$ cat src/design/rid_pkg.sv
package rid_pkg;

    // Register indexes on the configuration channel
    localparam logic [2:0] REG_RLE_MODE    = 3'd0;
    localparam logic [2:0] REG_IMAGE_WIDTH = 3'd1;
    localparam logic [2:0] REG_DRAW_HEIGHT = 3'd2;
    localparam logic [2:0] REG_ORIGIN_X    = 3'd3;
    localparam logic [2:0] REG_ORIGIN_Y    = 3'd4;

    // Decode modes; the unused code decodes as RLE4
    localparam logic [1:0] MODE_RLE4 = 2'd0;
    localparam logic [1:0] MODE_RLE7 = 2'd1;
    localparam logic [1:0] MODE_RLE8 = 2'd2;

    localparam int MIN_WIDTH    = 8;
    localparam int CFG_DIM_W    = 10;
    localparam int COORD_W      = 16;
    localparam int LEN_W        = 9;
    localparam int BYTE_W       = 8;
    localparam int QUEUE_DEPTH  = 2;
    localparam int QUEUE_AW     = 1;
    localparam int QUEUE_CNT_W  = 2;
    localparam int OUT_DATA_W   = 56;

    // One classified code byte handed from the front to the span engine
    typedef struct packed {
        logic                first;      // clear offsets and pairing first
        logic                pair_byte;  // RLE8 byte, run or colour by pairing state
        logic [BYTE_W-1:0]   run;
        logic [BYTE_W-1:0]   color;
    } cmd_t;

    typedef enum logic {
        BK_IDLE,
        BK_RUN
    } back_state_t;

endpackage

$ cat src/design/rle_image_span_decoder.sv
// Run-length bitmap span decoder (RLE4 / RLE7 / RLE8).
//
// Input stream (s_*): one compressed code byte per transfer; s_tuser set on
// the first byte of an image clears the column/row offsets, the RLE8 pairing
// state and the finished flag before that byte is decoded.
// Output stream (m_*): one transfer per horizontal span of a run; m_tlast
// marks the final span a byte produces, m_tuser the span that completes the
// last drawn row. Bytes that produce no span (RLE8 run bytes, bytes after the
// image is finished) are consumed silently.
// Configuration (cfg_*): register writes, always ready; write only while idle.
// A byte passes through the front-end register and then the queue to the
// span engine, which picks it up in its idle state and then writes each
// span of the run into the output register in its run state, one span for
// each row that the run touches. The engine takes no new byte until the
// run's last span is registered. A two-entry queue between the byte front end and the span
// engine keeps input flowing while the engine works or the output stalls.
// When m_tready is low the pending span holds in the output register and the
// engine waits; the front end keeps taking bytes until the queue fills.
// Reset clears the offsets, pairing and finished state and loads the register
// defaults: RLE4, width 8, height 1, origin at zero.
module rle_image_span_decoder
#(
    parameter int MAX_DIMENSION = 1024
)
(
    input  logic        clk,
    input  logic        rst_n,
    // configuration write channel
    input  logic        cfg_valid,
    output logic        cfg_ready,
    input  logic [2:0]  cfg_index,
    input  logic [15:0] cfg_data,
    // code byte stream
    input  logic        s_tvalid,
    output logic        s_tready,
    input  logic [7:0]  s_tdata,   // [7:0] code_byte
    input  logic        s_tuser,   // first_byte
    // span stream
    output logic        m_tvalid,
    input  logic        m_tready,
    output logic [55:0] m_tdata,   // [15:0] span_x, [31:16] span_y,
                                   // [40:32] span_length, [48:41] pixel_color, zero above
    output logic        m_tlast,   // last_span
    output logic        m_tuser    // image_done
);

    localparam int DIM_W = $clog2(MAX_DIMENSION);
    localparam int CW    = (DIM_W > rid_pkg::CFG_DIM_W) ? DIM_W : rid_pkg::CFG_DIM_W;

    logic [1:0]                      mode_reg;
    logic [rid_pkg::CFG_DIM_W-1:0]   width_reg;
    logic [rid_pkg::CFG_DIM_W-1:0]   height_reg;
    logic [rid_pkg::COORD_W-1:0]     origin_x_reg;
    logic [rid_pkg::COORD_W-1:0]     origin_y_reg;

    logic [CW-1:0]                   width_clamp;
    logic [CW-1:0]                   height_clamp;
    logic [DIM_W-1:0]                eff_width;
    logic [DIM_W-1:0]                eff_height;

    logic                            front_valid;
    logic                            front_ready;
    rid_pkg::cmd_t                   front_cmd;
    logic                            queue_valid;
    logic                            queue_ready;
    rid_pkg::cmd_t                   queue_cmd;

    logic [rid_pkg::COORD_W-1:0]     span_x;
    logic [rid_pkg::COORD_W-1:0]     span_y;
    logic [rid_pkg::LEN_W-1:0]       span_length;
    logic [rid_pkg::BYTE_W-1:0]      pixel_color;

    assign cfg_ready = 1'b1;

    // Register file: writes take effect at once
    always_ff @(posedge clk or negedge rst_n)
    begin
        if (!rst_n)
        begin
            mode_reg     <= rid_pkg::MODE_RLE4;
            width_reg    <= rid_pkg::CFG_DIM_W'(rid_pkg::MIN_WIDTH);
            height_reg   <= rid_pkg::CFG_DIM_W'(1);
            origin_x_reg <= '0;
            origin_y_reg <= '0;
        end
        else if (cfg_valid && cfg_ready)
        begin
            unique case (cfg_index)
                rid_pkg::REG_RLE_MODE:    mode_reg     <= cfg_data[1:0];
                rid_pkg::REG_IMAGE_WIDTH: width_reg    <= cfg_data[rid_pkg::CFG_DIM_W-1:0];
                rid_pkg::REG_DRAW_HEIGHT: height_reg   <= cfg_data[rid_pkg::CFG_DIM_W-1:0];
                rid_pkg::REG_ORIGIN_X:    origin_x_reg <= cfg_data;
                rid_pkg::REG_ORIGIN_Y:    origin_y_reg <= cfg_data;
                default:
                begin
                    // drop writes to unmapped indexes
                end
            endcase
        end
    end

    // Clamp width to [MIN_WIDTH, MAX_DIMENSION-1] and height to MAX_DIMENSION-1
    always_comb
    begin
        width_clamp = CW'(width_reg);
        if (width_clamp < CW'(rid_pkg::MIN_WIDTH))
        begin
            width_clamp = CW'(rid_pkg::MIN_WIDTH);
        end
        if (width_clamp > CW'(MAX_DIMENSION - 1))
        begin
            width_clamp = CW'(MAX_DIMENSION - 1);
        end
        height_clamp = CW'(height_reg);
        if (height_clamp > CW'(MAX_DIMENSION - 1))
        begin
            height_clamp = CW'(MAX_DIMENSION - 1);
        end
    end

    assign eff_width  = width_clamp[DIM_W-1:0];
    assign eff_height = height_clamp[DIM_W-1:0];

    rid_front u_front
    (
        .clk        (clk),
        .rst_n      (rst_n),
        .rle_mode   (mode_reg),
        .in_valid   (s_tvalid),
        .in_ready   (s_tready),
        .code_byte  (s_tdata),
        .first_byte (s_tuser),
        .cmd_valid  (front_valid),
        .cmd_ready  (front_ready),
        .cmd        (front_cmd)
    );

    rid_queue u_queue
    (
        .clk        (clk),
        .rst_n      (rst_n),
        .push_valid (front_valid),
        .push_ready (front_ready),
        .push_cmd   (front_cmd),
        .pop_valid  (queue_valid),
        .pop_ready  (queue_ready),
        .pop_cmd    (queue_cmd)
    );

    rid_back #(
        .MAX_DIMENSION (MAX_DIMENSION)
    ) u_back
    (
        .clk         (clk),
        .rst_n       (rst_n),
        .eff_width   (eff_width),
        .eff_height  (eff_height),
        .origin_x    (origin_x_reg),
        .origin_y    (origin_y_reg),
        .cmd_valid   (queue_valid),
        .cmd_ready   (queue_ready),
        .cmd         (queue_cmd),
        .span_valid  (m_tvalid),
        .span_ready  (m_tready),
        .span_x      (span_x),
        .span_y      (span_y),
        .span_length (span_length),
        .pixel_color (pixel_color),
        .last_span   (m_tlast),
        .image_done  (m_tuser)
    );

    assign m_tdata = {7'b0, pixel_color, span_length, span_y, span_x};

endmodule

$ cat src/design/rid_front.sv
module rid_front
(
    input  logic                      clk,
    input  logic                      rst_n,
    input  logic [1:0]                rle_mode,
    input  logic                      in_valid,
    output logic                      in_ready,
    input  logic [rid_pkg::BYTE_W-1:0] code_byte,
    input  logic                      first_byte,
    output logic                      cmd_valid,
    input  logic                      cmd_ready,
    output rid_pkg::cmd_t             cmd
);

    logic          valid_reg;
    logic          valid_next;
    rid_pkg::cmd_t cmd_reg;
    rid_pkg::cmd_t cmd_next;

    assign in_ready  = !valid_reg || cmd_ready;
    assign cmd_valid = valid_reg;
    assign cmd       = cmd_reg;

    // Split the byte into run and color for the current mode
    always_comb
    begin
        cmd_next.first     = first_byte;
        cmd_next.pair_byte = 1'b0;
        unique case (rle_mode)
            rid_pkg::MODE_RLE8:
            begin
                cmd_next.pair_byte = 1'b1;
                cmd_next.run       = code_byte;
                cmd_next.color     = code_byte;
            end
            rid_pkg::MODE_RLE7:
            begin
                cmd_next.run   = {1'b0, code_byte[7:1]};
                cmd_next.color = {7'b0, code_byte[0]};
            end
            default:
            begin
                cmd_next.run   = {4'b0, code_byte[7:4]};
                cmd_next.color = {4'b0, code_byte[3:0]};
            end
        endcase
    end

    always_comb
    begin
        valid_next = valid_reg;
        if (in_valid && in_ready)
        begin
            valid_next = 1'b1;
        end
        else if (cmd_ready)
        begin
            valid_next = 1'b0;
        end
    end

    always_ff @(posedge clk or negedge rst_n)
    begin
        if (!rst_n)
        begin
            valid_reg <= 1'b0;
        end
        else
        begin
            valid_reg <= valid_next;
        end
    end

    always_ff @(posedge clk)
    begin
        if (in_valid && in_ready)
        begin
            cmd_reg <= cmd_next;
        end
    end

endmodule

$ cat src/design/rid_queue.sv
module rid_queue
(
    input  logic          clk,
    input  logic          rst_n,
    input  logic          push_valid,
    output logic          push_ready,
    input  rid_pkg::cmd_t push_cmd,
    output logic          pop_valid,
    input  logic          pop_ready,
    output rid_pkg::cmd_t pop_cmd
);

    rid_pkg::cmd_t                    mem [rid_pkg::QUEUE_DEPTH];
    logic [rid_pkg::QUEUE_AW-1:0]     wr_ptr_reg;
    logic [rid_pkg::QUEUE_AW-1:0]     wr_ptr_next;
    logic [rid_pkg::QUEUE_AW-1:0]     rd_ptr_reg;
    logic [rid_pkg::QUEUE_AW-1:0]     rd_ptr_next;
    logic [rid_pkg::QUEUE_CNT_W-1:0]  count_reg;
    logic [rid_pkg::QUEUE_CNT_W-1:0]  count_next;
    logic                             do_push;
    logic                             do_pop;

    assign push_ready = (count_reg != rid_pkg::QUEUE_CNT_W'(rid_pkg::QUEUE_DEPTH));
    assign pop_valid  = (count_reg != '0);
    assign pop_cmd    = mem[rd_ptr_reg];
    assign do_push    = push_valid && push_ready;
    assign do_pop     = pop_valid && pop_ready;

    always_comb
    begin
        wr_ptr_next = do_push ? wr_ptr_reg + 1'b1 : wr_ptr_reg;
        rd_ptr_next = do_pop  ? rd_ptr_reg + 1'b1 : rd_ptr_reg;
        count_next  = count_reg;
        if (do_push && !do_pop)
        begin
            count_next = count_reg + 1'b1;
        end
        else if (do_pop && !do_push)
        begin
            count_next = count_reg - 1'b1;
        end
    end

    always_ff @(posedge clk or negedge rst_n)
    begin
        if (!rst_n)
        begin
            wr_ptr_reg <= '0;
            rd_ptr_reg <= '0;
            count_reg  <= '0;
        end
        else
        begin
            wr_ptr_reg <= wr_ptr_next;
            rd_ptr_reg <= rd_ptr_next;
            count_reg  <= count_next;
        end
    end

    always_ff @(posedge clk)
    begin
        if (do_push)
        begin
            mem[wr_ptr_reg] <= push_cmd;
        end
    end

endmodule

$ cat src/design/rid_back.sv
module rid_back
#(
    parameter int MAX_DIMENSION = 1024
)
(
    input  logic                                clk,
    input  logic                                rst_n,
    input  logic [$clog2(MAX_DIMENSION)-1:0]    eff_width,
    input  logic [$clog2(MAX_DIMENSION)-1:0]    eff_height,
    input  logic [rid_pkg::COORD_W-1:0]         origin_x,
    input  logic [rid_pkg::COORD_W-1:0]         origin_y,
    input  logic                                cmd_valid,
    output logic                                cmd_ready,
    input  rid_pkg::cmd_t                       cmd,
    output logic                                span_valid,
    input  logic                                span_ready,
    output logic [rid_pkg::COORD_W-1:0]         span_x,
    output logic [rid_pkg::COORD_W-1:0]         span_y,
    output logic [rid_pkg::LEN_W-1:0]           span_length,
    output logic [rid_pkg::BYTE_W-1:0]          pixel_color,
    output logic                                last_span,
    output logic                                image_done
);

    localparam int DIM_W = $clog2(MAX_DIMENSION);
    localparam int SW    = (DIM_W > rid_pkg::LEN_W) ? DIM_W : rid_pkg::LEN_W;

    rid_pkg::back_state_t state_reg;
    rid_pkg::back_state_t state_next;

    logic [DIM_W-1:0]             col_reg,   col_next;
    logic [DIM_W-1:0]             row_reg,   row_next;
    logic [rid_pkg::BYTE_W-1:0]   held_reg,  held_next;
    logic                         await_reg, await_next;
    logic                         fin_reg,   fin_next;
    logic [rid_pkg::LEN_W-1:0]    rem_reg,   rem_next;
    logic [rid_pkg::BYTE_W-1:0]   color_reg, color_next;

    logic                         out_valid_reg, out_valid_next;
    logic [rid_pkg::COORD_W-1:0]  out_x_reg,     out_x_next;
    logic [rid_pkg::COORD_W-1:0]  out_y_reg,     out_y_next;
    logic [rid_pkg::LEN_W-1:0]    out_len_reg,   out_len_next;
    logic [rid_pkg::BYTE_W-1:0]   out_color_reg, out_color_next;
    logic                         out_last_reg,  out_last_next;
    logic                         out_done_reg,  out_done_next;

    // Span arithmetic for the current position
    logic                         out_free;
    logic [DIM_W-1:0]             room;
    logic [SW-1:0]                len_ext;
    logic [rid_pkg::LEN_W-1:0]    len;
    logic [DIM_W-1:0]             end_col;
    logic [DIM_W-1:0]             row_inc;
    logic                         wraps;
    logic                         done_now;
    logic                         last_now;

    // Effective state of an incoming byte after the first-byte clear
    logic [DIM_W-1:0]             row_eff;
    logic [rid_pkg::BYTE_W-1:0]   held_eff;
    logic                         await_eff;
    logic                         fin_eff;

    assign out_free  = !out_valid_reg || span_ready;
    assign room      = eff_width - col_reg;
    assign len_ext   = (SW'(room) < SW'(rem_reg)) ? SW'(room) : SW'(rem_reg);
    assign len       = len_ext[rid_pkg::LEN_W-1:0];
    assign end_col   = DIM_W'(SW'(col_reg) + len_ext);
    assign row_inc   = row_reg + 1'b1;
    assign wraps     = (end_col >= eff_width);
    assign done_now  = wraps && (row_inc >= eff_height);
    assign last_now  = (len == rem_reg) || done_now;

    assign row_eff   = cmd.first ? '0 : row_reg;
    assign held_eff  = cmd.first ? '0 : held_reg;
    assign await_eff = cmd.first ? 1'b0 : await_reg;
    assign fin_eff   = cmd.first ? 1'b0 : fin_reg;

    assign cmd_ready   = (state_reg == rid_pkg::BK_IDLE);
    assign span_valid  = out_valid_reg;
    assign span_x      = out_x_reg;
    assign span_y      = out_y_reg;
    assign span_length = out_len_reg;
    assign pixel_color = out_color_reg;
    assign last_span   = out_last_reg;
    assign image_done  = out_done_reg;

    // Next state
    always_comb
    begin
        state_next = state_reg;
        unique case (state_reg)
            rid_pkg::BK_IDLE:
            begin
                if (cmd_valid && !fin_eff && (row_eff < eff_height)
                    && !(cmd.pair_byte && !await_eff))
                begin
                    state_next = rid_pkg::BK_RUN;
                end
            end
            rid_pkg::BK_RUN:
            begin
                if (row_reg >= eff_height)
                begin
                    state_next = rid_pkg::BK_IDLE;
                end
                else if (col_reg < eff_width && out_free && last_now)
                begin
                    state_next = rid_pkg::BK_IDLE;
                end
            end
            default:
            begin
                state_next = rid_pkg::BK_IDLE;
            end
        endcase
    end

    // Offsets, pairing state and span output
    always_comb
    begin
        col_next       = col_reg;
        row_next       = row_reg;
        held_next      = held_reg;
        await_next     = await_reg;
        fin_next       = fin_reg;
        rem_next       = rem_reg;
        color_next     = color_reg;
        out_valid_next = out_valid_reg && !span_ready;
        out_x_next     = out_x_reg;
        out_y_next     = out_y_reg;
        out_len_next   = out_len_reg;
        out_color_next = out_color_reg;
        out_last_next  = out_last_reg;
        out_done_next  = out_done_reg;

        unique case (state_reg)
            rid_pkg::BK_IDLE:
            begin
                if (cmd_valid)
                begin
                    if (cmd.first)
                    begin
                        col_next   = '0;
                        row_next   = '0;
                        held_next  = '0;
                        await_next = 1'b0;
                        fin_next   = 1'b0;
                    end
                    if (fin_eff)
                    begin
                        // drop: image already finished
                    end
                    else if (row_eff >= eff_height)
                    begin
                        fin_next = 1'b1;
                    end
                    else if (cmd.pair_byte && !await_eff)
                    begin
                        held_next  = cmd.run;
                        await_next = 1'b1;
                    end
                    else
                    begin
                        if (cmd.pair_byte)
                        begin
                            await_next = 1'b0;
                            rem_next   = {1'b0, held_eff} + 1'b1;
                        end
                        else
                        begin
                            rem_next = {1'b0, cmd.run} + 1'b1;
                        end
                        color_next = cmd.color;
                    end
                end
            end
            rid_pkg::BK_RUN:
            begin
                if (row_reg >= eff_height)
                begin
                    fin_next = 1'b1;
                end
                else if (col_reg >= eff_width)
                begin
                    // width was lowered under the column: end the row first
                    col_next = '0;
                    row_next = row_inc;
                end
                else if (out_free)
                begin
                    out_valid_next = 1'b1;
                    out_x_next     = origin_x + rid_pkg::COORD_W'(col_reg);
                    out_y_next     = origin_y + rid_pkg::COORD_W'(row_reg);
                    out_len_next   = len;
                    out_color_next = color_reg;
                    out_last_next  = last_now;
                    out_done_next  = done_now;
                    rem_next       = rem_reg - len;
                    if (wraps)
                    begin
                        col_next = '0;
                        row_next = row_inc;
                    end
                    else
                    begin
                        col_next = end_col;
                    end
                    if (done_now)
                    begin
                        fin_next = 1'b1;
                    end
                end
            end
            default:
            begin
            end
        endcase
    end

    always_ff @(posedge clk or negedge rst_n)
    begin
        if (!rst_n)
        begin
            state_reg     <= rid_pkg::BK_IDLE;
            col_reg       <= '0;
            row_reg       <= '0;
            held_reg      <= '0;
            await_reg     <= 1'b0;
            fin_reg       <= 1'b0;
            out_valid_reg <= 1'b0;
        end
        else
        begin
            state_reg     <= state_next;
            col_reg       <= col_next;
            row_reg       <= row_next;
            held_reg      <= held_next;
            await_reg     <= await_next;
            fin_reg       <= fin_next;
            out_valid_reg <= out_valid_next;
        end
    end

    always_ff @(posedge clk)
    begin
        rem_reg       <= rem_next;
        color_reg     <= color_next;
        out_x_reg     <= out_x_next;
        out_y_reg     <= out_y_next;
        out_len_reg   <= out_len_next;
        out_color_reg <= out_color_next;
        out_last_reg  <= out_last_next;
        out_done_reg  <= out_done_next;
    end

endmodule

$ cat config.mk
export PLATFORM = sky130hd
export DESIGN_NAME = rle_image_span_decoder
export DESIGN_NICKNAME = d
export VERILOG_FILES = /design/src/design/rid_pkg.sv /design/src/design/rle_image_span_decoder.sv /design/src/design/rid_front.sv /design/src/design/rid_queue.sv /design/src/design/rid_back.sv
export SDC_FILE = /design/constraint.sdc
export NUM_CORES = 1
export LEC_CHECK = 0
export BUFFER_PORTS_ARGS = -buffer_cell sky130_fd_sc_hd__buf_2
export CAP_MARGIN = 20
export CORE_ASPECT_RATIO = 0.7
export CORE_MARGIN = 2
export CORE_UTILIZATION = 25
export DETAILED_ROUTE_END_ITERATION = 8
export GPL_TIMING_DRIVEN = 0
export SLEW_MARGIN = 20
export SYNTH_ARGS = -nofsm -noshare
export SYNTH_HDL_FRONTEND = slang
export SYNTH_SLANG_ARGS = --single-unit
$ cat constraint.sdc
create_clock -name clk -period 7.6 [get_ports clk]
set_clock_uncertainty 0.1 [all_clocks]
set_input_delay 1.14 -clock clk [delete_from_list [all_inputs] [get_ports clk]]
set_output_delay 1.14 -clock clk [all_outputs]
set_load 0.01 [all_outputs]
# Word level (Yosys, flattened, before mapping)
# Memories as Yosys holds them, arrays and structs flattened.
# Cells that the tools add are included.
dict set report word_totals {
  out_inout_bits 61
  register_bits 177
  elab_cells 180
  n_memories 1
  input_bits 33
  ramBits 36
}
# name words width read_ports rd_ports_with_merged_regs write_ports line
set mem_list {}
lappend mem_list {u_queue.mem 2 18 1 0 1 rid_queue.sv:13} ;# rid_pkg::cmd_t mem [rid_pkg::QUEUE_DEPTH];
dict set report classes {
  muxes 61
  n_bitwise 6
  eq_ne 21
  order_cmp 11
  n_addsub 12
  reduce_logical 40
}
# operator count
set op_table {}
lappend op_table {{$mux W10} 16}
lappend op_table {{$mux W9} 8}
lappend op_table {{$ge A10 B10 Y1} 5}
lappend op_table {{$pmux W10 S2} 2}
lappend op_table {{$add A16 B10 Y16} 2}
lappend op_table {{$mux W8} 4}
lappend op_table {{$pmux W16 S2} 1}
lappend op_table {{$mux W1} 25}
lappend op_table {{$gt A10 B10 Y1 const B} 2}
lappend op_table {{$lt A10 B10 Y1} 2}
lappend op_table {{$add A8 B1 Y9 const B} 2}
lappend op_table {{$pmux W9 S2} 1}
lappend op_table {{$reduce_and A4 Y1} 4}
lappend op_table {{$ne A3 B3 Y1 const B} 5}
lappend op_table {{$ne A2 B2 Y1 const B} 7}
lappend op_table {{$logic_and A1 B1 Y1} 13}
lappend op_table {{$reduce_and A2 Y1} 6}
lappend op_table {{$add A10 B1 Y10 const B} 1}
lappend op_table {{$add A10 B10 Y10} 1}
lappend op_table {{$lt A10 B4 Y1 const B} 1}
lappend op_table {{$lt A10 B9 Y1} 1}
lappend op_table {{$sub A10 B10 Y10} 1}
lappend op_table {{$eq A9 B9 Y1} 1}
lappend op_table {{$sub A9 B9 Y9} 1}
lappend op_table {{other kinds (18)} 39}

# Logic depth before layout (Yosys ltp)
# Gate-level depths: netlist (run 1).
dict set report logic_depth {
  word_depth 15
  ltp_mapped 34
  mapped_depth_nobuf 32
}

# By module
# From an unflattened synthesis (run 1), not the netlist that was laid out.
dict set report unflattened {
  cells_unflattened 1036
  hier_area_um2 12134.1
}
# mod area_per_inst_um2 seq_area_each_um2 instances cells_each
set modules_own_cells {}
lappend modules_own_cells {rid_back 7553.5 2842.7 1 758}
lappend modules_own_cells {rle_image_span_decoder 2275.9 1353.8 1 150}
lappend modules_own_cells {rid_queue 1542.7 1181.1 1 74}
lappend modules_own_cells {rid_front 762.0 535.5 1 54}

# Worst setup path before layout (run 1)
# No wires, ideal clock.
dict set report synth_timing {
  path_kind {reg2reg}
  startpoint {reg width_reg[6] (netlist name)}
  endpoint {reg u_back.row_reg[7]}
  path_slack_ns 0.889
  required_ns 7.376
  synth_period_minus_slack_ns 6.711
  setup_ns 0.124
  t_arrival_ns 6.487
  path_buffers 2
  stages_incl_launch_ff 33
  path_cell_list {dfrtp_1 -> nor4_1 -> nand2_1 -> and2_1 -> inv_1 -> ha_1 -> fa_1 -> nor2b_4 -> o2111a_1 -> o31a_2 -> nor2_1 -> ha_1 -> a211oi_1 -> o21ai_0 -> a221oi_4 -> buf_4 -> a21oi_1 -> ha_1 -> fa_1 -> a21oi_1 -> nor2b_1 -> o31a_1 -> o41ai_1 -> xnor2_1 -> ha_1 -> nand2_1 -> nor2_1 -> nand2_1 -> o21ai_1 -> a211oi_2 -> a21o_1 -> buf_6 -> a211o_1}
}
dict set report synth_between {
  elab_chain_len 11
  elab_cells_between_ends 16
  cone_classes {add/sub (2); order compare (5); eq/ne (2); mux (6); reduce/logical (1)}
}
# item line
set synth_lines {}
lappend synth_lines {{from (decl)} rle_image_span_decoder.sv:51} ;# logic [rid_pkg::CFG_DIM_W-1:0] width_reg;
lappend synth_lines {{from (signal assigned)} rle_image_span_decoder.sv:81} ;# width_reg <= rid_pkg::CFG_DIM_W'(rid_pkg::MIN_WIDTH);
lappend synth_lines {{from (signal assigned)} rle_image_span_decoder.sv:90} ;# rid_pkg::REG_IMAGE_WIDTH: width_reg <= cfg_data[rid_pkg::CFG_DIM_W-1:0];
lappend synth_lines {{$lt A10 B4 Y1} rle_image_span_decoder.sv:106} ;# if (width_clamp < CW'(rid_pkg::MIN_WIDTH))
lappend synth_lines {{$mux W10 *} rle_image_span_decoder.sv:106}
lappend synth_lines {{$gt A10 B10 Y1} rle_image_span_decoder.sv:110} ;# if (width_clamp > CW'(MAX_DIMENSION - 1))
lappend synth_lines {{$mux W10 *} rle_image_span_decoder.sv:110}
lappend synth_lines {{$sub A10 B10 Y10 *} rid_back.sv:65} ;# assign room = eff_width - col_reg;
lappend synth_lines {{$lt A10 B9 Y1} rid_back.sv:66} ;# assign len_ext = (SW'(room) < SW'(rem_reg)) ? SW'(room) : SW'(rem_reg);
lappend synth_lines {{$mux W10 *} rid_back.sv:66}
lappend synth_lines {{via u_back.len_ext[0]} rid_back.sv:50} ;# logic [SW-1:0] len_ext;
lappend synth_lines {{$add A10 B10 Y10 *} rid_back.sv:68} ;# assign end_col = DIM_W'(SW'(col_reg) + len_ext);
lappend synth_lines {{$ge A10 B10 Y1 *} rid_back.sv:70} ;# assign wraps = (end_col >= eff_width);
lappend synth_lines {{$ne A3 B3 Y1 (no line) *} --}
lappend synth_lines {{$reduce_and A4 Y1 (no line) *} --}
lappend synth_lines {{to (signal assigned)} rid_back.sv:237} ;# row_reg <= row_next;
lappend synth_lines {{to (decl)} rid_back.sv:32} ;# logic [DIM_W-1:0] row_reg, row_next;
# The timed path passes the listed nets; every way through them passes the cells marked *. The select of a mux whose other input is x is not followed.
# A chain may end at the register's enable or synchronous reset.

# Worst setup path in the final report (run 1)
dict set report layout_timing {
  startpoint {reg width_reg[6] (netlist name)}
  endpoint {reg u_back.col_reg[4]}
}
dict set report layout_between {
  elab_chain_len 14
  elab_cells_between_ends 17
  cone_classes {add/sub (2); order compare (5); eq/ne (1); mux (8); reduce/logical (1)}
}
# item line
set layout_lines {}
lappend layout_lines {{$lt A10 B4 Y1} rle_image_span_decoder.sv:106}
lappend layout_lines {{$mux W10 *} rle_image_span_decoder.sv:106}
lappend layout_lines {{$gt A10 B10 Y1} rle_image_span_decoder.sv:110}
lappend layout_lines {{$mux W10 *} rle_image_span_decoder.sv:110}
lappend layout_lines {{$sub A10 B10 Y10 *} rid_back.sv:65}
lappend layout_lines {{$lt A10 B9 Y1} rid_back.sv:66}
lappend layout_lines {{$mux W10 *} rid_back.sv:66}
lappend layout_lines {{via u_back.len_ext[1]} rid_back.sv:50}
lappend layout_lines {{$add A10 B10 Y10 *} rid_back.sv:68}
lappend layout_lines {{$ge A10 B10 Y1} rid_back.sv:70}
lappend layout_lines {{$mux W10 *} rid_back.sv:200} ;# if (wraps)
lappend layout_lines {{$mux W10 *} rid_back.sv:190} ;# else if (out_free)
lappend layout_lines {{$mux W10 *} rid_back.sv:184} ;# else if (col_reg >= eff_width)
lappend layout_lines {{$mux W10 *} rid_back.sv:180} ;# if (row_reg >= eff_height)
lappend layout_lines {{$pmux W10 S2 *} rid_back.sv:137} ;# unique case (state_reg)
lappend layout_lines {{to (signal assigned)} rid_back.sv:236} ;# col_reg <= col_next;
lappend layout_lines {{to (decl)} rid_back.sv:31} ;# logic [DIM_W-1:0] col_reg, col_next;
# Marks and branches as above.

==> impl_metrics.py, run 1 <==
metrics = {
    "run_status": {
        "status": "complete, no violations",
    },
    "timing": {
        "drv_slew": 0,
        "setup_ws_ns": 0.467,
        "max_freq_ghz": 0.140,
        "fin_crit_sh_pct": 93.9,
        "fin_crit_ns": 7.13,
        "slew_headroom_pct": 23.6,
        "setup_viol": 0,
        "hold_viol": 0,
        "fin_setup_tns_ns": 0,
        "worstMarginPinSlew_ns": 1.14,
    },
    "final_layout": {
        "layout_commonest_cell": "edfxtp_1",
        "fin_cells": 1784,
        "nets": 1295,
        "fin_util_pct": 30.2,
        "final_cell_mix": "119 x edfxtp_1, 99 x ha_1, 89 x dfrtp_1",
        "layout-drive-gt1-share_pct": 19.7,
        "area_delta_synth_final_pct": 19.2,
        "largest_register_ffs": 34,
    },
    "routing": {
        "drt_iter0_drc": 593,
        "detail-route-antenna-nets": 0,
        "vias": 8035,
        "vias_per_cell": 4.50,
        "wl_per_cell_um": 15.5,
        "drtPass1Iterations": 5,
        "drc": 0,
        "routed_wl_um": 27600,
    },
    "power": {
        "p_leak_nw": 5.85,
        "p_per_area_nw_per_um2": 505,
        "peakVddDrop_mv": 0.199,
        "total_power_mw": 7.07,
    },
    "synth": {
        "netlist_area_um2": 11700,
        "syn_inst": 1031,
        "ys_seq_elements": 210,
        "ys_types": 73,
        "synth_area_leaders": "edfxtp_1 30%, dfrtp_1 19%, ha_1 11%, mux2_2 4.5%, xnor2_1 3.3%",
        "synth_edf_count": 119,
        "yosys_warnings": 0,
        "synth_seq_area_share_pct": 49.8,
        "ys.flop_type": "edfxtp_1",
        "synth_largest_area_cell": "edfxtp_1",
        "synthArstFlopShare_pct": 43.3,
        "syn_avg_cell_area_um2": 11.4,
        "synth_top_area_share_pct": 30.4,
    },
    "critical_path": {
        "crit_path_end_kind": "flop",
        "required_ns": 7.95,
        "path_class": "reg -> reg",
        "startpoint_type": "flop",
        "path_common_cell": "ha_1",
        "cpMaxStageDelayCell": "fa_1",
        "critical-path-max-stage-delay_ns": 0.44,
        "cpLargestDelayFamily": "compound AO/OA/AOI/OAI gates",
        "path_buf_inv": 3,
        "cp.arrival_ns": 7.49,
        "crit_fanout": 8,
    },
    "clocking": {
        "h-tree-depth": 1,
        "root_buffer": "clkbuf_16",
        "cts.hold.buffers_added": 0,
        "cts_buffer_depth": 3,
        "clock-sinks": 210,
        "clk_latency_ns": 0.53,
        "cts_tree": "done",
        "clkTransAtPathRegs_ns": 0.07,
        "cts_buffers": 22,
    },
    "placed_design": {
        "numPortBuffers": 84,
        "place_inst": 1737,
        "dp_hpwl_um": 21600,
        "place_ws_ns": -0.261,
        "place_congestion": 0.829,
    },
    "global_route": {
        "grt_pass1_vias": 7883,
        "grt_pass1_wl_um": 43600,
        "grt.total_usage_pct": 11.3,
        "antenna_found_initial": 1,
        "grt_max_degree": 61,
        "overflow": 0,
    },
    "floorplan": {
        "start_util_pct": 25.3,
        "core_area_um2": 46400,
        "die_height_um": 185,
        "core.rowCount": 66,
        "die-width_um": 263,
        "die_area_um2": 48800,
        "io_pins": 94,
    },
    "job": {
        "maxCapViolCount": 0,
    },
    "hold_path": {
        "hold_class": "reg -> reg",
    },
}
layer usage:
metal,track usage (%),up-vias,share of wire [%]
met5,0,-,0
met3,1.90,30,4.7
li1,-,3974,-
met2,16.5,176,41
met4,2.58,0,1.7
met1,17.3,3855,53
through the flow:
step	cell area, µm²	hold slack (ns)
5_1_grt	14000	0.339
2_1_floorplan	11800	0.300
3_3_place_gp	13000	0.306
4_1_cts	13900	0.323
6_report	14000	0.318
3_5_place_dp	13100	0.309
power by group:
group	switching [mW]	internal (mW)	leakage [nW]
Clock	0.472	0.723	0.386
Sequential	0.212	1.79	2.25
Combinational	2.20	1.67	3.21
Total	2.89	4.18	5.85
cell usage after synthesis, drive strengths merged (19+ instances only):
cell	instances
a21o	27
a21oi	51
and2	25
clkbuf	20
dfrtp	89
edfxtp	119
ha	101
inv	77
mux2	49
nand2	66
nand3	21
nor2	61
o21ai	55
xnor2	44
xor2	19
cell type report:
class                   count  area, µm²
multi-input cells         715       5520
flip-flops and latches    210       5850
inverters                  77        289
well taps                 612        766
diodes                      1       2.50
clock buffers              23        576
fillers                  4744      32400
plain buffers              35        201
repair buffers             95        582
clock inverters            16        219
kinds of logic after synthesis:
logic type	Yosys count	share of synthesized area, %
xor+xnor	63	4.70
other cells	2	0.0639
buf+inv	112	4.14
mux	62	5.98
simple gates	253	10.7
fa+ha+maj	106	11.6
compound gates	223	12.9
flops	210	49.8
final timing paths:
path	start	cells past startpoint	endpoint	slack (ns)
max in group asynchronous	rst_n	2	height_reg[0]	6.35
max	width_reg[6]	32	u_back.col_reg[4]	0.47
max reg2reg	width_reg[6]	32	u_back.col_reg[4]	0.47
min in group asynchronous	rst_n	1	origin_x_reg[15]	0.41
min reg2reg	u_back.color_reg[4]	0	u_back.pixel_color[4]	0.32
min	u_back.color_reg[4]	0	u_back.pixel_color[4]	0.32
timing repair:
| item | 4_1_cts | 5_1_grt |
|---|---|---|
| setup endpoints to repair | 19 | 21 |
| gates resized for setup | 2 | 16 |
| pin swaps | 2 | 5 |
| setup buffers | 3 | 4 |
| cloned | 0 | 0 |
| endpoints found under the hold margin | 0 | 0 |
Power figures use the tool's default switching activity.
==> run 2, diff against run 1 <==
--- a/config.mk
+++ b/config.mk
@@ -12,6 +12,7 @@
 export CORE_UTILIZATION = 25
 export DETAILED_ROUTE_END_ITERATION = 8
 export GPL_TIMING_DRIVEN = 0
+export MAX_ROUTING_LAYER = met4
 export SLEW_MARGIN = 20
 export SYNTH_ARGS = -nofsm -noshare
 export SYNTH_HDL_FRONTEND = slang
==> run 2 against run 1 <==
Non-clock buffer count is the same. Fmax hardly changed. Core utilization about the same. Register-to-register slack hardly changed. Wire length up 0.32%. Critical path depth did not move. Clock-buffer cell count unchanged. Worst setup slack worse by 0.00092 ns. Highest routed layer unchanged.
==> impl_metrics.py, run 2 (synthesis results as in run 1) <==
metrics = {
    "critical_path": {
        "reg2regPathDepth": 32,
        "path_common_cell": "ha_1",
        "cpMaxStageDelayCell": "fa_1",
        "crit_path_end_kind": "flop",
        "crit_fanout": 8,
        "required_ns": 7.96,
        "worstReg2RegEnd": "u_back.col_reg[0]",
        "path_class": "reg -> reg",
        "rrSetupSlack_ns": 0.47,
        "reg2reg_from": "width_reg[6]",
        "startpoint_type": "flop",
        "cp.arrival_ns": 7.49,
        "critical-path-max-stage-delay_ns": 0.44,
    },
    "clocking": {
        "h-tree-depth": 1,
        "clock-sinks": 210,
        "clk_latency_ns": 0.53,
        "root_buffer": "clkbuf_16",
        "cts_buffers": 22,
        "cts_buffer_depth": 3,
        "clkTransAtPathRegs_ns": 0.07,
        "cts.hold.buffers_added": 0,
        "cts_tree": "done",
    },
    "timing": {
        "hold_viol": 0,
        "slew_headroom_pct": 23.0,
        "drv_slew": 0,
        "max_freq_ghz": 0.140,
        "fin_crit_sh_pct": 93.9,
        "fin_crit_ns": 7.13,
        "worstMarginPinSlew_ns": 1.15,
        "fin_setup_tns_ns": 0,
        "setup_viol": 0,
    },
    "final_layout": {
        "nets": 1295,
        "diodes": 0,
        "fillerInstances": 4745,
        "layout_commonest_cell": "edfxtp_1",
        "area_delta_synth_final_pct": 19.2,
        "final_cell_mix": "119 x edfxtp_1, 99 x ha_1, 89 x dfrtp_1",
        "layout-drive-gt1-share_pct": 19.7,
        "largest_register_ffs": 34,
    },
    "global_route": {
        "grt_pass1_wl_um": 43700,
        "grt_pass1_vias": 7880,
        "overflow": 0,
        "grt_max_degree": 61,
        "grt.total_usage_pct": 11.7,
        "antenna_found_initial": 1,
    },
    "floorplan": {
        "core_area_um2": 46400,
        "io_pins": 94,
        "start_util_pct": 25.3,
        "die_area_um2": 48800,
        "die_height_um": 185,
        "core.rowCount": 66,
        "die-width_um": 263,
    },
    "hold_path": {
        "min_path_cells": 0,
        "hold_class": "reg -> reg",
        "min-delay-start": "u_back.color_reg[4]",
        "hold_path_end": "u_back.pixel_color[4]",
    },
    "routing": {
        "drtPass1Iterations": 5,
        "drt_iter0_drc": 567,
        "vias": 8034,
        "wl_per_cell_um": 15.5,
        "vias_per_cell": 4.51,
        "detail-route-antenna-nets": 0,
        "drc": 0,
        "routed_wl_um": 27700,
    },
    "placed_design": {
        "numPortBuffers": 84,
        "place_congestion": 0.843,
        "dp_hpwl_um": 21600,
    },
    "power": {
        "peakVddDrop_mv": 0.197,
        "total_power_mw": 7.07,
        "p_leak_nw": 5.85,
        "p_seq_share_pct": 28.3,
        "p_sw_mw": 2.89,
        "p_sw_share_pct": 40.8,
        "p_int_mw": 4.18,
        "p_per_area_nw_per_um2": 505,
        "clkPwrFrac_pct": 17.0,
        "pwr-share-comb_pct": 54.8,
    },
    "job": {
        "maxCapViolCount": 0,
    },
    "run_status": {
        "status": "complete, no violations",
    },
}
==> run 2: cell types whose count changed in the layout (fill, tap and decap cells not counted), sizes merged <==
| cell | before | now |
|---|---|---|
| diode | 1 | 0 |
==> run 2: power by group through the flow <==
stage / Combinational, mW / Sequential [mW] / Clock [mW]
2_1_floorplan: 2.63 / 2.03 / 0
3_3_place_gp: 3.54 / 2.04 / 0
3_5_place_dp: 3.66 / 2.03 / 0
4_1_cts: 3.76 / 2.01 / 1.22
5_1_grt: 4.33 / 2.05 / 1.27
6_report: 3.87 / 2.00 / 1.20
==> run 2: worst max path at each step <==
stage	end	cells past startpoint	start	slack, ns
2_1_floorplan	u_back.row_reg[7]	32	width_reg[6]	0.89
3_3_place_gp	u_back.row_reg[0]	31	width_reg[6]	-0.19
3_5_place_dp	u_back.row_reg[0]	31	width_reg[6]	-0.26
4_1_cts	u_back.col_reg[0]	32	width_reg[6]	0.06
5_1_grt	u_back.col_reg[4]	34	width_reg[6]	-0.05
6_report	u_back.col_reg[0]	32	width_reg[6]	0.47
==> run 2: layer usage <==
| layer | vias up | track usage [%] | part of all wire (%) |
|---|---|---|---|
| li1 | 3976 | - | - |
| met1 | 3850 | 17.4 | 53 |
| met2 | 172 | 16.4 | 40 |
| met3 | 36 | 1.90 | 4.6 |
| met4 | 0 | 2.58 | 1.8 |
| met5 | - | - | 0 |
==> run 2: area by class of cell <==
cell class              count  area (µm²)  area share [%]
inverters                  77         289            2.06
clock inverters            16         219            1.56
clock buffers              23         576            4.11
well taps                 612         766            5.47
repair buffers             95         582            4.16
flip-flops and latches    210        5850            41.8
plain buffers              35         201            1.44
multi-input cells         715        5520            39.4
==> run 2: worst max-delay path: cells and delay by family (launching register included) <==
kind | cells | cell delay [ns]
flip-flops | 1 | 0.41
AO/OA/AOI/OAI | 13 | 2.65
AND/OR/NAND/NOR | 10 | 1.82
adder cells (fa/ha/maj) | 5 | 1.48
XOR/XNOR | 1 | 0.21
buffers and inverters | 3 | 0.41
==> run 2: timing repair <==
action | CTS | global route
pin swaps | 2 | 5
endpoints found under the setup margin | 19 | 21
gates resized for setup | 2 | 16
buffers inserted | 3 | 4
==> run 2: stage by stage <==
| step | utilization [%] | cell area (µm²) | setup WS (ns) | instances | hold WS, ns |
|---|---|---|---|---|---|
| after global routing | 30.2 | 14000 | -0.0531 | 1783 | 0.341 |
| after global placement | 27.9 | 13000 | -0.194 | 1733 | 0.306 |
| final | 30.2 | 14000 | 0.466 | 1783 | 0.320 |
| after CTS | 29.9 | 13900 | 0.0580 | 1779 | 0.323 |
| after floorplan | - | 11800 | 0.889 | 1037 | 0.300 |
| after detailed placement | 28.1 | 13100 | -0.261 | 1737 | 0.309 |
